$ cat src/design/lrnn_pkg.sv
// Shared types, lookup tables and rounding helper for the liquid recurrent cell.
package lrnn_pkg;

  localparam int ACC_W = 48;

  typedef enum logic [5:0] {
    S_CLEAR = 6'b000001,
    S_IDLE  = 6'b000010,
    S_ROW   = 6'b000100,
    S_DRAIN = 6'b001000,
    S_ACT   = 6'b010000,
    S_EMIT  = 6'b100000
  } state_t;

  typedef enum logic [2:0] {
    PH_BIAS = 3'b001,
    PH_IN   = 3'b010,
    PH_REC  = 3'b100
  } phase_t;

  typedef enum logic [8:0] {
    A_IDLE  = 9'b000000001,
    A_Z     = 9'b000000010,
    A_TANH  = 9'b000000100,
    A_SPLUS = 9'b000001000,
    A_NORM  = 9'b000010000,
    A_RECIP = 9'b000100000,
    A_PROD  = 9'b001000000,
    A_DIV   = 9'b010000000,
    A_UPD   = 9'b100000000
  } act_state_t;

  typedef struct packed {
    logic signed [ACC_W-1:0] acc;
    logic signed [15:0]      ltau;
    logic signed [15:0]      h;
  } act_req_t;

  localparam logic [11:0] TANH_TAB [17] = '{
    12'd0, 12'd1003, 12'd1893, 12'd2602, 12'd3119, 12'd3475, 12'd3707, 12'd3856,
    12'd3949, 12'd4006, 12'd4041, 12'd4062, 12'd4076, 12'd4084, 12'd4089, 12'd4091,
    12'd4093
  };

  localparam logic [15:0] SPLUS_TAB [33] = '{
    16'd1, 16'd2, 16'd4, 16'd6, 16'd10, 16'd17, 16'd28, 16'd45, 16'd74, 16'd122,
    16'd199, 16'd323, 16'd520, 16'd825, 16'd1283, 16'd1942, 16'd2839, 16'd3990,
    16'd5379, 16'd6969, 16'd8712, 16'd10563, 16'd12487, 16'd14458, 16'd16458,
    16'd18477, 16'd20508, 16'd22545, 16'd24586, 16'd26630, 16'd28676, 16'd30722,
    16'd32769
  };

  localparam logic [16:0] RECIP_TAB [17] = '{
    17'd65536, 17'd61681, 17'd58254, 17'd55188, 17'd52429, 17'd49932, 17'd47663,
    17'd45590, 17'd43691, 17'd41943, 17'd40330, 17'd38836, 17'd37449, 17'd36158,
    17'd34953, 17'd33825, 17'd32768
  };

  // Round a Q24.24 sum to Q4.12 (half up) and saturate.
  function automatic logic signed [15:0] round_q12(input logic signed [ACC_W-1:0] a);
    logic signed [ACC_W-1:0] s;
    s = (a + ACC_W'(2048)) >>> 12;
    if (s > ACC_W'(32767)) return 16'sh7fff;
    else if (s < -ACC_W'(32768)) return 16'sh8000;
    else return 16'(s);
  endfunction

endpackage

$ cat src/design/lrnn_act.sv
// Multicycle activation and Euler update unit for one hidden neuron.
module lrnn_act import lrnn_pkg::*; #(
  parameter int EULER_STEPS = 2
) (
  input  logic               clk,
  input  logic               rst,
  input  logic               start,
  input  act_req_t           req,
  output logic               done,
  output logic signed [15:0] h_new
);

  localparam logic [63:0] DIV_M64 = ((64'd1 << 32) + 64'(EULER_STEPS) - 64'd1) / 64'(EULER_STEPS);
  localparam logic [32:0] DIV_M = DIV_M64[32:0];

  act_state_t state;
  act_req_t   r;
  logic signed [15:0] z, f;
  logic [15:0] tau, m;
  logic [3:0]  k;
  logic [24:0] inv;
  logic signed [29:0] d;
  logic        dneg;
  logic [28:0] q;

  logic [16:0] mag;
  logic [11:0] t_c;
  logic [15:0] u, tau_c, m_c;
  logic [3:0]  k_c;
  logic [16:0] r_c;
  logic [24:0] inv_c;
  logic signed [16:0] dif;
  logic signed [42:0] p;
  logic signed [29:0] d_c;
  logic [28:0] dmag;
  logic [61:0] qp;
  logic signed [30:0] hsum;
  logic signed [15:0] hn_c;

  always_comb begin
    // tanh by interpolation on |z|.
    mag = z[15] ? 17'(-17'(z)) : 17'(z);
    if (mag >= 17'd16384) begin
      t_c = TANH_TAB[16];
    end else begin
      t_c = TANH_TAB[mag[13:10]] + 12'((21'(TANH_TAB[5'(mag[13:10]) + 5'd1]
            - TANH_TAB[mag[13:10]]) * 21'(mag[9:0])) >> 10);
    end
    // softplus of the log time constant.
    u = r.ltau ^ 16'h8000;
    tau_c = SPLUS_TAB[u[15:11]] + 16'((23'(SPLUS_TAB[6'(u[15:11]) + 6'd1]
            - SPLUS_TAB[u[15:11]]) * 23'(u[10:0])) >> 11);
    // Normalize tau so the mantissa has its top bit set.
    k_c = 4'd0;
    for (int i = 0; i < 16; i++) begin
      if (tau[i]) k_c = 4'(i);
    end
    m_c = tau << (4'd15 - k_c);
    r_c = RECIP_TAB[m[14:11]] - 17'((25'(RECIP_TAB[m[14:11]]
          - RECIP_TAB[5'(m[14:11]) + 5'd1]) * 25'(m[10:3])) >> 8);
    inv_c = (k <= 4'd8) ? (25'(r_c) << (4'd8 - k)) : (25'(r_c) >> (k - 4'd8));
    dif = 17'(f) - 17'(r.h);
    p = dif * $signed({1'b0, inv});
    d_c = 30'((p + 43'sd2048) >>> 12);
    dmag = d[29] ? 29'(-d) : 29'(d);
    qp = 62'(dmag) * 62'(DIV_M);
    hsum = 31'(r.h) + (dneg ? -31'($signed({1'b0, q})) : 31'($signed({1'b0, q})));
    if (hsum > 31'sd32767) hn_c = 16'sh7fff;
    else if (hsum < -31'sd32768) hn_c = 16'sh8000;
    else hn_c = 16'(hsum);
  end

  always_ff @(posedge clk) begin
    if (rst) begin
      state <= A_IDLE;
      done  <= 1'b0;
    end else begin
      done <= (state == A_UPD);
      case (state)
        A_IDLE:  if (start) state <= A_Z;
        A_Z:     state <= A_TANH;
        A_TANH:  state <= A_SPLUS;
        A_SPLUS: state <= A_NORM;
        A_NORM:  state <= A_RECIP;
        A_RECIP: state <= A_PROD;
        A_PROD:  state <= A_DIV;
        A_DIV:   state <= A_UPD;
        A_UPD:   state <= A_IDLE;
        default: state <= A_IDLE;
      endcase
    end
  end

  always_ff @(posedge clk) begin
    case (state)
      A_IDLE:  if (start) r <= req;
      A_Z:     z <= round_q12(r.acc);
      A_TANH:  f <= z[15] ? -16'($signed({4'b0, t_c})) : 16'($signed({4'b0, t_c}));
      A_SPLUS: tau <= tau_c;
      A_NORM: begin
        k <= k_c;
        m <= m_c;
      end
      A_RECIP: inv <= inv_c;
      A_PROD:  d <= d_c;
      A_DIV: begin
        dneg <= d[29];
        q    <= 29'(qp >> 32);
      end
      A_UPD:   h_new <= hn_c;
      default: ;
    endcase
  end

endmodule

$ cat config.mk
export PLATFORM = sky130hd
export DESIGN_NAME = lrnn_act
export DESIGN_NICKNAME = d
export VERILOG_FILES = /design/src/design/lrnn_pkg.sv /design/src/design/lrnn_act.sv
export SDC_FILE = /design/constraint.sdc
export NUM_CORES = 2
export LEC_CHECK = 0
export BUFFER_PORTS_ARGS = -buffer_cell sky130_fd_sc_hd__clkbuf_2
export CAP_MARGIN = 20
export CORE_ASPECT_RATIO = 2
export CORE_MARGIN = 3
export CORE_UTILIZATION = 58
export CTS_CLUSTER_DIAMETER = 120
export DETAILED_ROUTE_END_ITERATION = 8
export GPL_TIMING_DRIVEN = 0
export PLACE_DENSITY = 0.85
export REMOVE_ABC_BUFFERS = 1
export SETUP_SLACK_MARGIN = 0.02
export SKIP_LAST_GASP = 1
export SLEW_MARGIN = 20
export SYNTH_ARGS = -nofsm -noshare
export SYNTH_HDL_FRONTEND = slang
export SYNTH_SLANG_ARGS = --single-unit
$ cat constraint.sdc
create_clock -name clk -period 31 [get_ports clk]
set_input_delay 6.2 -clock clk [delete_from_list [all_inputs] [get_ports clk]]
set_output_delay 6.2 -clock clk [all_outputs]
set_load 0.01 [all_outputs]
== Word-level counts from Yosys, hierarchy flattened ==
Memory sizes are Yosys's and may differ from the RTL's.
Index checks and enable logic that the tools add are counted.

* Register bits after elaboration: 257
* Input bits: 83
* Output and inout bits: 17
* Memories: 6
* Bits in read-only memories: 3,904
* Logic and storage cells: 116

{| class="wikitable"
|+ Memory list
! memory !! words !! width !! rd ports !! clocked after memory_dff !! write ports !! RTL line !! source
|-
| (name not given) || 64 || 16 || 1 || 0 || 0 || lrnn_act.sv:52 || <nowiki>- SPLUS_TAB[u[15:11]]) * 23'(u[10:0])) >> 11);</nowiki>
|-
| (name not given) || 64 || 16 || 1 || 0 || 0 || lrnn_act.sv:51 || <nowiki>tau_c = SPLUS_TAB[u[15:11]] + 16'((23'(SPLUS_TAB[6'(u[15:11]) + 6'd1]</nowiki>
|-
| (name not given) || 32 || 17 || 1 || 0 || 0 || lrnn_act.sv:60 || <nowiki>- RECIP_TAB[5'(m[14:11]) + 5'd1]) * 25'(m[10:3])) >> 8);</nowiki>
|-
| (name not given) || 32 || 17 || 1 || 0 || 0 || lrnn_act.sv:59 || <nowiki>r_c = RECIP_TAB[m[14:11]] - 17'((25'(RECIP_TAB[m[14:11]]</nowiki>
|-
| (name not given) || 32 || 12 || 1 || 0 || 0 || lrnn_act.sv:47 || <nowiki>- TANH_TAB[mag[13:10]]) * 21'(mag[9:0])) >> 10);</nowiki>
|-
| (name not given) || 32 || 12 || 1 || 0 || 0 || lrnn_act.sv:46 || <nowiki>t_c = TANH_TAB[mag[13:10]] + 12'((21'(TANH_TAB[5'(mag[13:10]) + 5'd1]</nowiki>
|}

* Reductions and logical operators: 1
* Equality and inequality tests: 10
* Bitwise logic cells: 7
* Shift-type cells: 3
* Magnitude comparators: 12
* Multiply operators: 4
* Multiplexer cells: 37
* Add/sub/neg operators: 20

{| class="wikitable"
|+ Operator list
! operator !! count
|-
| 16-bit 2-to-1 mux || 6
|-
| 17-bit 2-to-1 mux || 5
|-
| 12-bit 2-to-1 mux || 6
|-
| 9-bit case mux with 8 select lines || 1
|-
| 48-bit by 13-bit adder with 48-bit output (second input constant) || 1
|-
| 42-bit by 13-bit adder with 42-bit output (second input constant) || 1
|-
| 17-bit by 26-bit multiplier with 42-bit output || 1
|-
| 36-bit by 16-bit > comparator with 1-bit output (second input constant) || 1
|-
| 36-bit by 16-bit less-than comparator with 1-bit output (second input constant) || 1
|-
| 4-bit 2-to-1 mux || 9
|-
| 16-bit by 16-bit subtractor with 17-bit output || 2
|-
| 16-bit by 31-bit adder with 31-bit output || 1
|-
| 31-bit by 16-bit > comparator with 1-bit output (second input constant) || 1
|-
| 31-bit by 16-bit less-than comparator with 1-bit output (second input constant) || 1
|-
| 31-bit 2-to-1 mux || 1
|-
| 28-bit negation with 31-bit output || 1
|-
| 29-bit 2-to-1 mux || 1
|-
| 29-bit negation || 1
|-
| 18-bit by 9-bit multiplier with 25-bit output || 1
|-
| 25-bit 2-to-1 mux || 1
|-
| 17-bit by 4-bit << shifter with 25-bit output || 1
|-
| 17-bit by 4-bit right shift with 25-bit output || 1
|-
| 17-bit by 12-bit multiplier with 23-bit output || 1
|-
| 13-bit by 11-bit multiplier with 21-bit output || 1
|-
| 37 further kinds || 47
|}

== Longest topological paths before layout ==
* Depth in word-level cells: 17
* Depth in mapped cells: 57
* Gate-level depth less buffers: 54

== Worst setup path after synthesis ==
Ideal clock, no wire load.

* Path type: register to register
* Start: register z[0]
* End: register f[11], data pin
* Data required time: 30,734 ps
* Path slack: 19,025 ps
* Clock period less this slack: 11,975 ps
* Setup time: 266 ps
* Arrival: 11,709 ps
* Cell stages (with the launch flop): 58
* Path through: edfxtp_1 inv_1 ha_1 nand2_1 or3_1 o21a_1 xnor2_1 inv_1 clkbuf_1 ha_1 clkbuf_1 inv_1 ha_1 clkbuf_1 clkinv_1 nor2_1 o21ai_0 o21ai_0 [22 not listed] nor2_1 a221oi_1 nor2b_1 nor2b_1 o21a_1 o21a_1 nor2_1 xnor2_1 ha_1 a21boi_0 o21ai_0 a21boi_0 o21a_1 or3_1 a21oi_1 nand4_1 o41ai_1 xnor2_1

* Longest elaborated chain between the ends: 13

{| class="wikitable"
|+ RTL lines
! element !! RTL line !! source
|-
| from (decl) || lrnn_act.sv:18 || <nowiki>logic signed [15:0] z, f;</nowiki>
|-
| from (signal assigned) || lrnn_act.sv:97 || <nowiki>A_Z: z <= round_q12(r.acc);</nowiki>
|-
| 16-bit negation with 17-bit output || lrnn_act.sv:42 || <nowiki>mag = z[15] ? 17'(-17'(z)) : 17'(z);</nowiki>
|-
| 17-bit 2-to-1 mux (*) || lrnn_act.sv:42 ||
|-
| 4-bit by 1-bit adder with 5-bit output || lrnn_act.sv:46 ||
|-
| 5-bit inverter with 6-bit output (implied by the code) || lrnn_act.sv:46 ||
|-
| memory 32 x 12 bit || -- ||
|-
| 12-bit 2-to-1 mux (implied by the code) (2 in a row) || lrnn_act.sv:46 ||
|-
| 12-bit by 12-bit subtractor with 13-bit output || lrnn_act.sv:47 ||
|-
| 13-bit by 11-bit multiplier with 21-bit output || lrnn_act.sv:47 ||
|-
| 12-bit by 11-bit adder with 12-bit output || lrnn_act.sv:46 ||
|-
| 12-bit 2-to-1 mux (*) || lrnn_act.sv:43 || <nowiki>if (mag >= 17'd16384) begin</nowiki>
|-
| 12-bit negation with 16-bit output || lrnn_act.sv:98 || <nowiki>A_TANH: f <= z[15] ? -16'($signed({4'b0, t_c})) : 16'($signed({4'b0, t_c}));</nowiki>
|-
| 12-bit 2-to-1 mux (*) || lrnn_act.sv:98 ||
|-
| to (signal assigned) || lrnn_act.sv:98 ||
|-
| to (decl) || lrnn_act.sv:18 ||
|}

Every way passes the cells marked *; elsewhere a longest branch is shown, timed or not. The select of a mux whose other input is x is not followed.
A chain may end at the register's enable or synchronous reset.

== Worst setup path in the final report ==
Ends and elaborated chain as after synthesis.

==> qor.txt <==
layout cells sized above 1 - 5.495%
CTS root buffer - clkbuf_16
postcts setup bufs - 0
layout net count - 6703
vias per cell - 6.081
wire per inst - 20.55 um
Setup WS pre-CTS - 16550 ps
global placement routability congestion - 1.044
Required @ worst endpoint - 31330 ps
Synth area leaders - fa_1 (29%), edfxtp_1 (14%), ha_1 (11%)
CP bufs+invs - 7
Port-buffer cells - 88
final instance area - 0.05142 mm2
netlist area before placement - 0.04871 mm2
Crit-path slowest cell - xnor2_2
status - finished, final reports clean
Clock Path Buffers - 3
synth unique cells - 98
Least-Margin Pin Slew - 1325 ps
largest net degree at the start of global routing - 54
Residual DRC - 0
Final Hold Fails - 0
die span in x - 210.9 um
Max Slew Vio Count - 0
worst skew pair latency - 600 ps
Total GRT Usage - 30.96%
# setup viols final - 0
max-cap violations - 0
Row Count - 149
htree depth - 1
arrival time worst endpoint - 15120 ps
fin crit share - 47.71%
Post-Route Setup TNS - 0 ps
EDFF count, synth - 233
DP Area - 0.05037 mm2
Rel. slew slack - 9.397%
initial antenna violation count - 6
Fmax - 67.62 MHz
worst stage delay on the critical path - 730 ps
Layout area overhead - 5.561%
Die H - 415.8 um
gr ovfl total - 0
synth warn - 0
Worst-path clk slew - 60 ps
Syn Inst Count - 5547
Inserted Clock Buffers - 28
Critical Path End Type - register
Final WS setup - 16210 ps
post-synthesis cell type with the largest combined area - fa_1
Worst Setup Path Type - reg -> reg
PostCTS Resize Cnt - 0
total wire length - 135.2 mm
Die Area - 0.08771 mm2
FILL cells - 6557
core area - 0.08296 mm2
most used flip-flop cell after synthesis - edfxtp_1
TritonCTS sink count - 243
multi-input logic area - 0.03756 mm2
hold slack - 558.2 ps
post-synthesis sequential area ratio - 14.77%
DRT iter0 DRCs - 2417
most common cell after layout, fill and taps aside - inv_1
Routed Antenna Nets - 0
most frequent cells in the layout - inv_1 (925), fa_1 (700), nand2_1 (692)
via count - 39994
Yosys reg bits - 243
worst hold path type - reg -> reg
Avg Cell Area, Syn - 8.782 um2
first-pass detailed-route iteration total - 5
asr flop ratio synth - 0%
highest net fanout along the worst path - 15
Post-DP HPWL - 110.7 mm
RSZ-0062 raised after global routing - false
top cell type's share of synthesized area - 28.77%
clk_skew - 21.08 ps
Initial Utilization - 58.72%
register-to-register setup slack - 16210 ps
vias in the first global route - 43542
first-pass GRT wire length - 215.5 mm
minimum clock period - 14790 ps
Hold Buf Count CTS - 0
Crit path max-delay family - adder cells
I/O pin count - 100
CTS tree - yes
Setup crit start kind - register
Seq. cell area - 0.007197 mm2
path summary, 6_finish.rpt:
kind,from,to,depth (start not counted)
setup / recovery,z[0]$_SDFFCE_PN1P_,f[11]$_DFFE_PP_,53
hold / removal,state[7]$_SDFFE_PP0P_,state[8]$_SDFFE_PP0P_,2
setup reg to reg,z[0]$_SDFFCE_PN1P_,f[11]$_DFFE_PP_,53
hold reg to reg,state[7]$_SDFFE_PP0P_,state[8]$_SDFFE_PP0P_,2
tightest hold or removal path: cells and delay by family, from the launching register on:
kind | cells | cell delay (ps)
DFF | 1 | 330
and+or+nand+nor | 2 | 180
layer usage:
layer / GRT usage (%) / up-vias / routed length (um)
met5: 0 / - / 30
li1: - / 17889 / -
met3: 5.279 / 857 / 7563
met2: 58.67 / 1695 / 72410
met1: 26.60 / 19549 / 39560
met4: 28.75 / 4 / 15600
cell type report:
cell class | count | area share, %
multi-input cells | 4163 | 73.04
flip-flops and latches | 243 | 14.00
inverters | 929 | 6.782
well taps | 1057 | 2.572
repair buffers | 127 | 1.784
clock buffers | 30 | 1.419
clock inverters | 22 | 0.3747
diodes | 6 | 0.02920
registers in the layout, summed over array words and instances (netlist names):
name / cells
d: 30
dneg: 1
done: 1
f: 16
h_new: 16
inv: 25
k: 4
m: 12
q: 28
r: 69
state: 9
tau: 16
z: 16
stage by stage:
stage                     instances  utilization, %
after floorplan                5335               -
after global placement         6480           59.86
after detailed placement       6515           60.72
after CTS                      6567           61.83
after global routing           6577           61.98
final                          6577           61.98
cell usage after synthesis (7+ instances only):
cell type / count
inv_1: 925
edfxtp_1: 233
o211ai_1: 39
xnor2_1: 215
o21bai_1: 18
clkbuf_1: 200
mux4_2: 15
o22ai_1: 19
nor2b_1: 118
nand3_1: 105
o31a_1: 9
nand2b_1: 62
and3_1: 34
o211ai_2: 9
dfxtp_1: 10
a21o_1: 58
o31ai_1: 36
o21ai_0: 198
nand4b_1: 8
nand3b_1: 9
mux2_2: 17
o221ai_1: 9
and2_1: 299
buf_1: 8
fa_1: 700
a211oi_1: 26
a22oi_1: 8
mux2i_1: 29
or2_2: 21
nor3_1: 97
xor2_1: 84
a31oi_1: 30
or3_1: 28
nand4_1: 44
a2111oi_0: 7
a21boi_0: 19
o41ai_1: 11
nor4_1: 15
nand2_1: 692
nor2_1: 304
ha_1: 428
a21oi_1: 174
o21a_1: 41
cell families (layout without fill, tap and decap cells):
family | Yosys count | count (layout) | synth area share [%]
flops | 243 | 243 | 14.77
buf+inv | 1141 | 1108 | 8.838
simple gates | 1875 | 1875 | 18.75
compound gates | 800 | 800 | 10.82
other cells | 0 | 6 | 0
xor+xnor | 299 | 299 | 5.376
mux | 61 | 61 | 1.682
fa+ha+maj | 1128 | 1128 | 39.76
Power is not shown: default switching activity piles up to over one toggle a cycle in this logic, so the estimate is an artifact.
